===== src/rtl/core/apdsc_pkg.sv =====
// shared types and constants for the aspect preserving dimension scaler
// no dependencies; used by every module of the block by scoped names
package apdsc_pkg;

    // side length width
    localparam int DIM_BITS = 14;
    // divisor width: twice the source side
    localparam int DEN_W = DIM_BITS + 1;
    // rounded dividend 2*a*b + c
    localparam int NUM_W = 2 * DIM_BITS + 2;
    // product width
    localparam int PROD_W = 2 * DIM_BITS;
    // packed beat widths, whole bytes
    localparam int IN_W  = ((5 * DIM_BITS + 7) / 8) * 8;
    localparam int OUT_W = ((2 * DIM_BITS + 7) / 8) * 8;
    localparam int USER_W = 2;

    typedef logic [DIM_BITS-1:0] dim_t;

    // per-item side information carried along the divider chain
    typedef struct packed {
        logic scale_en;   // one side is scaled
        logic scale_w;    // the scaled side is the width
        logic ovf;        // quotient does not fit, saturate
        logic err;        // divisor of the scaled side was zero
        logic fmt_valid;  // request matches an allowed case
        dim_t fix_w;      // width when not scaled
        dim_t fix_h;      // height when not scaled
    } info_t;

    // contents of one divider cell
    typedef struct packed {
        logic [DEN_W-1:0] rem;  // partial remainder, always below dsr
        logic [DEN_W-1:0] dsr;  // divisor 2*c
        dim_t             dvd;  // dividend bits still to shift in
        dim_t             quo;  // quotient bits so far
        info_t            info;
    } cell_t;

endpackage


===== src/rtl/core/apdsc_front.sv =====
// front end: case decode, product a*b, then dividend setup and overflow check
// depends on apdsc_pkg
module apdsc_front (
    input  logic                     aclk,
    input  logic                     aresetn,
    input  logic                     in_valid,
    output logic                     in_ready,
    input  logic [apdsc_pkg::IN_W-1:0] in_data,
    output logic                     out_valid,
    input  logic                     out_ready,
    output apdsc_pkg::cell_t         out_data
);

    localparam int D = apdsc_pkg::DIM_BITS;

    apdsc_pkg::dim_t rw, rh, sw, sh, mn;
    apdsc_pkg::dim_t op_a, op_b, op_c;
    apdsc_pkg::info_t dec_info;

    logic                          s1_valid_reg, s1_valid_next;
    apdsc_pkg::info_t              s1_info_reg;
    logic [apdsc_pkg::PROD_W-1:0]  s1_prod_reg;
    apdsc_pkg::dim_t               s1_c_reg;
    logic                          s1_ready;

    logic                          s2_valid_reg, s2_valid_next;
    apdsc_pkg::cell_t              s2_data_reg;
    logic                          s2_ready;

    logic [apdsc_pkg::NUM_W-1:0]   num;
    logic [apdsc_pkg::DEN_W-1:0]   den;
    logic [apdsc_pkg::NUM_W-1:0]   den_top;
    logic                          ovf;
    apdsc_pkg::cell_t              s2_data_next;

    // field unpack
    assign rw = in_data[0*D +: D];
    assign rh = in_data[1*D +: D];
    assign sw = in_data[2*D +: D];
    assign sh = in_data[3*D +: D];
    assign mn = in_data[4*D +: D];

    // case table: pick the scaled side and its operands a*b/c
    always_comb begin
        dec_info          = '0;
        dec_info.scale_en = 1'b1;
        dec_info.scale_w  = 1'b0;
        dec_info.fix_w    = rw;
        dec_info.fix_h    = rh;
        op_a = sh;
        op_b = rw;
        op_c = sw;
        if (rw == '0 && rh == '0) begin
            if (mn != '0) begin
                if (sw > sh) begin
                    dec_info.scale_w = 1'b1;
                    dec_info.fix_h   = mn;
                    op_a = sw;
                    op_b = mn;
                    op_c = sh;
                end else begin
                    dec_info.fix_w = mn;
                    op_a = sh;
                    op_b = mn;
                    op_c = sw;
                end
            end else begin
                dec_info.scale_en = 1'b0;
                dec_info.fix_w    = sw;
                dec_info.fix_h    = sh;
            end
        end else if (rh == '0) begin
            dec_info.fix_w = rw;
        end else if (rw == '0) begin
            dec_info.scale_w = 1'b1;
            dec_info.fix_h   = rh;
            op_a = sw;
            op_b = rh;
            op_c = sh;
        end else begin
            dec_info.scale_en = 1'b0;
        end
        dec_info.err       = dec_info.scale_en && (op_c == '0);
        dec_info.fmt_valid = (rw == '0 && rh == '0) || (mn == '0);
    end

    // stage handshakes
    assign s2_ready = !s2_valid_reg || out_ready;
    assign s1_ready = !s1_valid_reg || s2_ready;
    assign in_ready = s1_ready;

    assign s1_valid_next = s1_ready ? in_valid : s1_valid_reg;
    assign s2_valid_next = s2_ready ? s1_valid_reg : s2_valid_reg;

    always_ff @(posedge aclk) begin
        if (!aresetn) begin
            s1_valid_reg <= 1'b0;
            s2_valid_reg <= 1'b0;
        end else begin
            s1_valid_reg <= s1_valid_next;
            s2_valid_reg <= s2_valid_next;
        end
    end

    // stage 1: multiply, zero divisor replaced by one to keep the chain sane
    always_ff @(posedge aclk) begin
        if (s1_ready && in_valid) begin
            s1_info_reg <= dec_info;
            s1_prod_reg <= op_a * op_b;
            s1_c_reg    <= (op_c == '0) ? apdsc_pkg::dim_t'(1) : op_c;
        end
    end

    // stage 2: dividend 2ab+c, divisor 2c, overflow when quotient needs more bits
    assign num     = {1'b0, s1_prod_reg, 1'b0} + apdsc_pkg::NUM_W'(s1_c_reg);
    assign den     = {s1_c_reg, 1'b0};
    assign den_top = apdsc_pkg::NUM_W'({den, {D{1'b0}}});
    assign ovf     = (num >= den_top);

    always_comb begin
        s2_data_next          = '0;
        s2_data_next.info     = s1_info_reg;
        s2_data_next.info.ovf = ovf;
        s2_data_next.dsr      = den;
        s2_data_next.rem      = ovf ? '0 : num[D +: apdsc_pkg::DEN_W];
        s2_data_next.dvd      = num[D-1:0];
        s2_data_next.quo      = '0;
    end

    always_ff @(posedge aclk) begin
        if (s2_ready && s1_valid_reg) begin
            s2_data_reg <= s2_data_next;
        end
    end

    assign out_valid = s2_valid_reg;
    assign out_data  = s2_data_reg;

endmodule


===== src/rtl/core/apdsc_cell.sv =====
// one restoring division cell: shifts in one dividend bit, yields one quotient bit
// depends on apdsc_pkg
module apdsc_cell (
    input  logic             aclk,
    input  logic             aresetn,
    input  logic             in_valid,
    output logic             in_ready,
    input  apdsc_pkg::cell_t in_data,
    output logic             out_valid,
    input  logic             out_ready,
    output apdsc_pkg::cell_t out_data
);

    localparam int D = apdsc_pkg::DIM_BITS;
    localparam int W = apdsc_pkg::DEN_W;

    logic             valid_reg, valid_next;
    apdsc_pkg::cell_t data_reg, data_next;
    logic [W:0]       trial;
    logic [W:0]       diff;
    logic             qbit;

    assign in_ready   = !valid_reg || out_ready;
    assign valid_next = in_ready ? in_valid : valid_reg;

    // trial subtract of the divisor from the shifted remainder
    assign trial = {in_data.rem, in_data.dvd[D-1]};
    assign diff  = trial - {1'b0, in_data.dsr};
    assign qbit  = (trial >= {1'b0, in_data.dsr});

    always_comb begin
        data_next     = in_data;
        data_next.rem = qbit ? diff[W-1:0] : trial[W-1:0];
        data_next.dvd = {in_data.dvd[D-2:0], 1'b0};
        data_next.quo = {in_data.quo[D-2:0], qbit};
    end

    always_ff @(posedge aclk) begin
        if (!aresetn) begin
            valid_reg <= 1'b0;
        end else begin
            valid_reg <= valid_next;
        end
    end

    always_ff @(posedge aclk) begin
        if (in_ready && in_valid) begin
            data_reg <= data_next;
        end
    end

    assign out_valid = valid_reg;
    assign out_data  = data_reg;

`ifndef ASSERT_OFF
    // remainder stays below the divisor
    a_rem_below_dsr: assert property (@(posedge aclk) disable iff (!aresetn)
        valid_reg |-> (data_reg.rem < data_reg.dsr))
        else $error("cell remainder not below divisor");

    // divisor is never zero inside the chain
    a_dsr_nonzero: assert property (@(posedge aclk) disable iff (!aresetn)
        valid_reg |-> (data_reg.dsr != '0))
        else $error("cell divisor is zero");

    // a zero divisor is only flagged for a scaled side
    a_err_scaled: assert property (@(posedge aclk) disable iff (!aresetn)
        (valid_reg && data_reg.info.err) |-> data_reg.info.scale_en)
        else $error("divide error without a scaled side");

    // a held beat is not lost while downstream stalls
    a_hold: assert property (@(posedge aclk) disable iff (!aresetn)
        (valid_reg && !out_ready) |=> (valid_reg && $stable(data_reg)))
        else $error("cell dropped a stalled beat");
`endif

endmodule


===== src/rtl/core/aspect_preserving_dimension_scaler_unit.sv =====
// top level of the aspect preserving dimension scaler: front end, divider chain,
// result register; depends on apdsc_pkg, apdsc_front and apdsc_cell
//
// Each input beat carries a requested size, a source size and a minimum side;
// the result beat carries the output width and height (each at least 1,
// saturated to the field range), a format valid flag and a divide error flag.
// The block takes one beat per clock when the output is not stalled; each result
// passes through the case decode and multiply register, the dividend setup
// register, one register for each of the 14 division cells (one quotient bit
// per cell), and the result register. Results leave in the order the requests
// arrived; backpressure stalls stages only where they are full, so bubbles are
// squeezed out.
module aspect_preserving_dimension_scaler_unit (
    input  logic                          aclk,
    input  logic                          aresetn,
    input  logic                          s_tvalid,
    output logic                          s_tready,
    // req_width, req_height, src_width, src_height, min_side, zero fill
    input  logic [apdsc_pkg::IN_W-1:0]    s_tdata,
    output logic                          m_tvalid,
    input  logic                          m_tready,
    // dest_width, dest_height, zero fill
    output logic [apdsc_pkg::OUT_W-1:0]   m_tdata,
    // format_valid, div_error
    output logic [apdsc_pkg::USER_W-1:0]  m_tuser
);

    localparam int D = apdsc_pkg::DIM_BITS;

    logic             lnk_valid [D+1];
    logic             lnk_ready [D+1];
    apdsc_pkg::cell_t lnk_data  [D+1];

    logic             out_ready;
    logic             m_valid_reg, m_valid_next;
    apdsc_pkg::dim_t  m_width_reg, m_height_reg;
    logic             m_fmt_reg, m_err_reg;
    apdsc_pkg::dim_t  q_side, width_next, height_next;
    apdsc_pkg::info_t last_info;

    // decode and dividend setup
    apdsc_front u_front (
        .aclk      (aclk),
        .aresetn   (aresetn),
        .in_valid  (s_tvalid),
        .in_ready  (s_tready),
        .in_data   (s_tdata),
        .out_valid (lnk_valid[0]),
        .out_ready (lnk_ready[0]),
        .out_data  (lnk_data[0])
    );

    // division cells, most significant quotient bit first
    for (genvar i = 0; i < D; i++) begin : g_cell
        apdsc_cell u_cell (
            .aclk      (aclk),
            .aresetn   (aresetn),
            .in_valid  (lnk_valid[i]),
            .in_ready  (lnk_ready[i]),
            .in_data   (lnk_data[i]),
            .out_valid (lnk_valid[i+1]),
            .out_ready (lnk_ready[i+1]),
            .out_data  (lnk_data[i+1])
        );
    end

    // result assembly: saturate, force one on divide error, clamp zero to one
    assign last_info = lnk_data[D].info;
    assign q_side = last_info.err ? apdsc_pkg::dim_t'(1) :
                    last_info.ovf ? '1 : lnk_data[D].quo;

    always_comb begin
        width_next  = last_info.fix_w;
        height_next = last_info.fix_h;
        if (last_info.scale_en) begin
            if (last_info.scale_w) begin
                width_next = q_side;
            end else begin
                height_next = q_side;
            end
        end
        if (width_next == '0) begin
            width_next = apdsc_pkg::dim_t'(1);
        end
        if (height_next == '0) begin
            height_next = apdsc_pkg::dim_t'(1);
        end
    end

    // output register
    assign out_ready    = !m_valid_reg || m_tready;
    assign lnk_ready[D] = out_ready;
    assign m_valid_next = out_ready ? lnk_valid[D] : m_valid_reg;

    always_ff @(posedge aclk) begin
        if (!aresetn) begin
            m_valid_reg <= 1'b0;
        end else begin
            m_valid_reg <= m_valid_next;
        end
    end

    always_ff @(posedge aclk) begin
        if (out_ready && lnk_valid[D]) begin
            m_width_reg  <= width_next;
            m_height_reg <= height_next;
            m_fmt_reg    <= last_info.fmt_valid;
            m_err_reg    <= last_info.err;
        end
    end

    assign m_tvalid = m_valid_reg;
    assign m_tdata  = apdsc_pkg::OUT_W'({m_height_reg, m_width_reg});
    assign m_tuser  = {m_err_reg, m_fmt_reg};

endmodule


===== config.mk =====
export PLATFORM = sky130hd
export DESIGN_NAME = aspect_preserving_dimension_scaler_unit
export DESIGN_NICKNAME = d
export VERILOG_FILES = /design/src/rtl/core/apdsc_pkg.sv /design/src/rtl/core/apdsc_front.sv /design/src/rtl/core/apdsc_cell.sv /design/src/rtl/core/aspect_preserving_dimension_scaler_unit.sv
export SDC_FILE = /design/constraint.sdc
export NUM_CORES = 2
export LEC_CHECK = 0
export BUFFER_PORTS_ARGS = -buffer_cell sky130_fd_sc_hd__buf_2
export CAP_MARGIN = 0
export CORE_MARGIN = 5
export CORE_UTILIZATION = 51
export CTS_BUF_LIST = sky130_fd_sc_hd__clkbuf_2 sky130_fd_sc_hd__clkbuf_4 sky130_fd_sc_hd__clkbuf_8
export CTS_CLUSTER_SIZE = 14
export DETAILED_ROUTE_END_ITERATION = 8
export GPL_TIMING_DRIVEN = 0
export PLACE_DENSITY_LB_ADDON = 0.25
export SLEW_MARGIN = 20
export SYNTH_ARGS = -nofsm -noshare
export SYNTH_HDL_FRONTEND = slang
export SYNTH_SLANG_ARGS = --single-unit

===== constraint.sdc =====
create_clock -name aclk -period 19.77 [get_ports aclk]
set_input_delay 0.9885 -clock aclk [delete_from_list [all_inputs] [get_ports aclk]]
set_output_delay 0.9885 -clock aclk [all_outputs]
set_load 0.02 [all_outputs]

==> metrics.md <==
| Metric | Value |
|---|---|
| TritonCTS Sinks | `1218` |
| Final Cycle Share | `51.7%` |
| Element type at the critical path end | `flop` |
| Pins Over Slew Limit | `0` |
| Final Non-Filler Cells | `6131` |
| Fmax | `0.0979 GHz` |
| Setup violators final | `0` |
| Pwr dens | `102 mW/mm^2` |
| # port buffers | `105` |
| Maxcap violations | `0` |
| Post-route cell area | `0.0646 mm^2` |
| DR iter-0 viols | `1823` |
| Place WS | `8.80 ns` |
| TNS Setup | `0 ns` |
| Top-area cell type share of the netlist area | `63.1%` |
| WP data required | `20.34 ns` |
| Startpoint types | `input port` |
| Critical path arrival | `10.79 ns` |
| Slowest-stage cell, CP | `mux2i_1` |
| Leading area contributor after synthesis | `edfxtp_1` |
| Die Ht | `345 um` |
| DRT Pass-1 Iters | `5` |
| Leakage | `24.7 nW` |
| Area growth, synth to finish | `13.0%` |
| Largest cells by area after synthesis | `edfxtp_1, ha_1, fa_1, inv_1, nor2_1` |
| Largest net degree at the start of global routing | `57` |
| Die area | `0.119 mm^2` |
| Sequential share of the synthesized area | `63.7%` |
| HP Class | `reg -> reg` |
| Most used flip-flop cell after synthesis | `edfxtp_1` |
| Cells after DPL | `5787` |
| Post-route DRC | `0` |
| Top post-synthesis cells by count | `edfxtp_1, inv_1, ha_1` |
| Most used cell, CP | `fa_1` |
| Max incr delay on CP | `0.96 ns` |
| Count leader, synth | `edfxtp_1` |
| Gr usage total | `18.3%` |
| Final #Nets | `5046` |
| Number of H-tree levels | `4` |
| Overall die width | `345 um` |
| Async set-reset flop share out of synthesis | `0%` |
| Family with the most delay on the worst path | `adder cells` |
| Gpl congestion | `0.963` |
| CTS Hold Buffers Added | `0` |
| EDFF count, synth | `1201` |
| Relative slew slack | `22.7%` |
| Share of cells above drive strength 1 | `12.9%` |
| Unrepaired setup endpoints after global routing | `false` |
| Final hold vios | `0` |
| Post-route ant nets | `0` |
| Cells after Synth | `4152` |
| Clock skew | `0.0450 ns` |
| WP buf/inv | `7` |
| Initial antenna violation count | `1` |
| First-pass GRT wire length | `172 mm` |
| Slew @ Worst Pin | `1.13 ns` |
| Starting Density | `51.5%` |
| CP Class | `in -> reg` |
| Synth Register Bits | `1218` |
| Final Critical Period | `10.22 ns` |
| Average wire per standard cell | `17.2 um` |
| Worst skew pair latency | `0.85 ns` |
| Clk slew on worst S/H paths | `0.06 ns` |
| Cells resized by post-CTS repair | `0` |
| CTS tree | `built` |
| Fill cells | `8706` |
| Placed cell area | `0.0607 mm^2` |
| Vias per cell | `5.23` |
| Outcome | `complete, no violations` |
| Mapped Area | `0.0571 mm^2` |
| Gr ovfl total | `0` |
| YS warnings | `0` |
| Number of flip-flops in the largest register | `1022` |
| I/O pin cnt | `112` |
| Row cnt | `122` |
| Drt total wl | `106 mm` |
| Worst vdd ir | `0.235 mV` |
| Vias in the first global route | `33100` |
| Synth cell types | `72` |
| DP HPWL | `80.2 mm` |
| Final worst-path setup slack | `9.55 ns` |
| Clk buf depth | `3` |
| CP Max Fanout | `10` |
| Vias | `32100` |
| Core area | `0.111 mm^2` |
| TritonCTS buffer count | `186` |
| Postcts setup bufs | `0` |
| Root buffer cell | `clkbuf_8` |
| Post-synthesis average cell area | `13.8 um^2` |
[cell families (layout without fill, tap and decap cells)]
group / after synthesis / count (layout) / share of synthesized area, %
multiplexers: 107 / 107 / 2.05
other: 1 / 6 / 0.00656
buffers and inverters: 531 / 1017 / 3.55
AND/OR/NAND/NOR: 958 / 958 / 7.93
adder cells (fa/ha/maj): 483 / 483 / 12.6
XOR/XNOR: 153 / 153 / 2.35
AO/OA/AOI/OAI: 701 / 701 / 7.79
flip-flops: 1218 / 1218 / 63.7
[path summary, 6_finish.rpt]
check | from | end | slack (ns) | depth (start not counted)
hold reg to reg | g_cell[0].u_cell.out_data[23] | g_cell[1].u_cell.out_data[23] | 0.40 | 0
hold / removal | g_cell[0].u_cell.out_data[23] | g_cell[1].u_cell.out_data[23] | 0.40 | 0
setup / recovery | s_tdata[49] | u_front.s1_prod_reg[27] | 9.55 | 33
setup reg to reg | u_front.s1_c_reg[1] | u_front.out_data[87] | 14.24 | 20
[layout by cell type, fill, tap and decap left out, drive strengths merged, types with 17 or more instances in the layout]
master,instances
edfxtp,1201
inv,475
ha,328
nor2,310
clkbuf,305
nand2,261
a21oi,211
o21ai,167
buf,158
fa,155
xnor2,112
mux2,78
a21o,67
nor2b,66
clkinv,66
nor3,59
o21a,53
nand4,44
nand3,41
xor2,41
nand2b,38
a21boi,38
nor4,31
mux2i,29
o31ai,27
o21bai,26
or2,24
a221o,23
and3,22
a211oi,21
or3,17
dfxtp,17
and2,17
[metrics by stage]
step | total power, mW | utilization (%) | hold WS (ns)
after detailed placement | 4.56 | 54.7 | 0.405
after CTS | 6.70 | 58.2 | 0.375
after floorplan | 4.21 | - | 0.400
after global placement | 4.55 | 53.7 | 0.400
after global routing | 7.05 | 58.2 | 0.391
final | 6.61 | 58.2 | 0.397
[per-layer routing]
| metal | vias up | track usage, % | wire [um] |
|---|---|---|---|
| li1 | 15700 | - | - |
| met5 | - | 0 | 0 |
| met1 | 15400 | 22.4 | 43500 |
| met4 | 0 | 8.23 | 4570 |
| met3 | 274 | 3.20 | 4560 |
| met2 | 683 | 31.9 | 52900 |
[layout make-up]
| cell class | count | area [um^2] | area share [%] |
|---|---|---|---|
| antenna | 2 | 5.00 | 0.00775 |
| buffer | 67 | 289 | 0.448 |
| clock buffer | 252 | 3060 | 4.73 |
| clock inverter | 90 | 841 | 1.30 |
| inverter | 464 | 1740 | 2.70 |
| multi-input combinational | 2406 | 18900 | 29.2 |
| sequential | 1218 | 36400 | 56.4 |
| tap | 1488 | 1860 | 2.88 |
| timing repair buffer | 144 | 1490 | 2.30 |
[power breakdown]
part           internal, mW  switching [mW]  total, mW
sequential             2.95          0.0334       2.98
combinational         0.661           0.865       1.53
clock                  1.16           0.946       2.10
total                  4.76            1.85       6.61
Power figures use the tool's default switching activity.
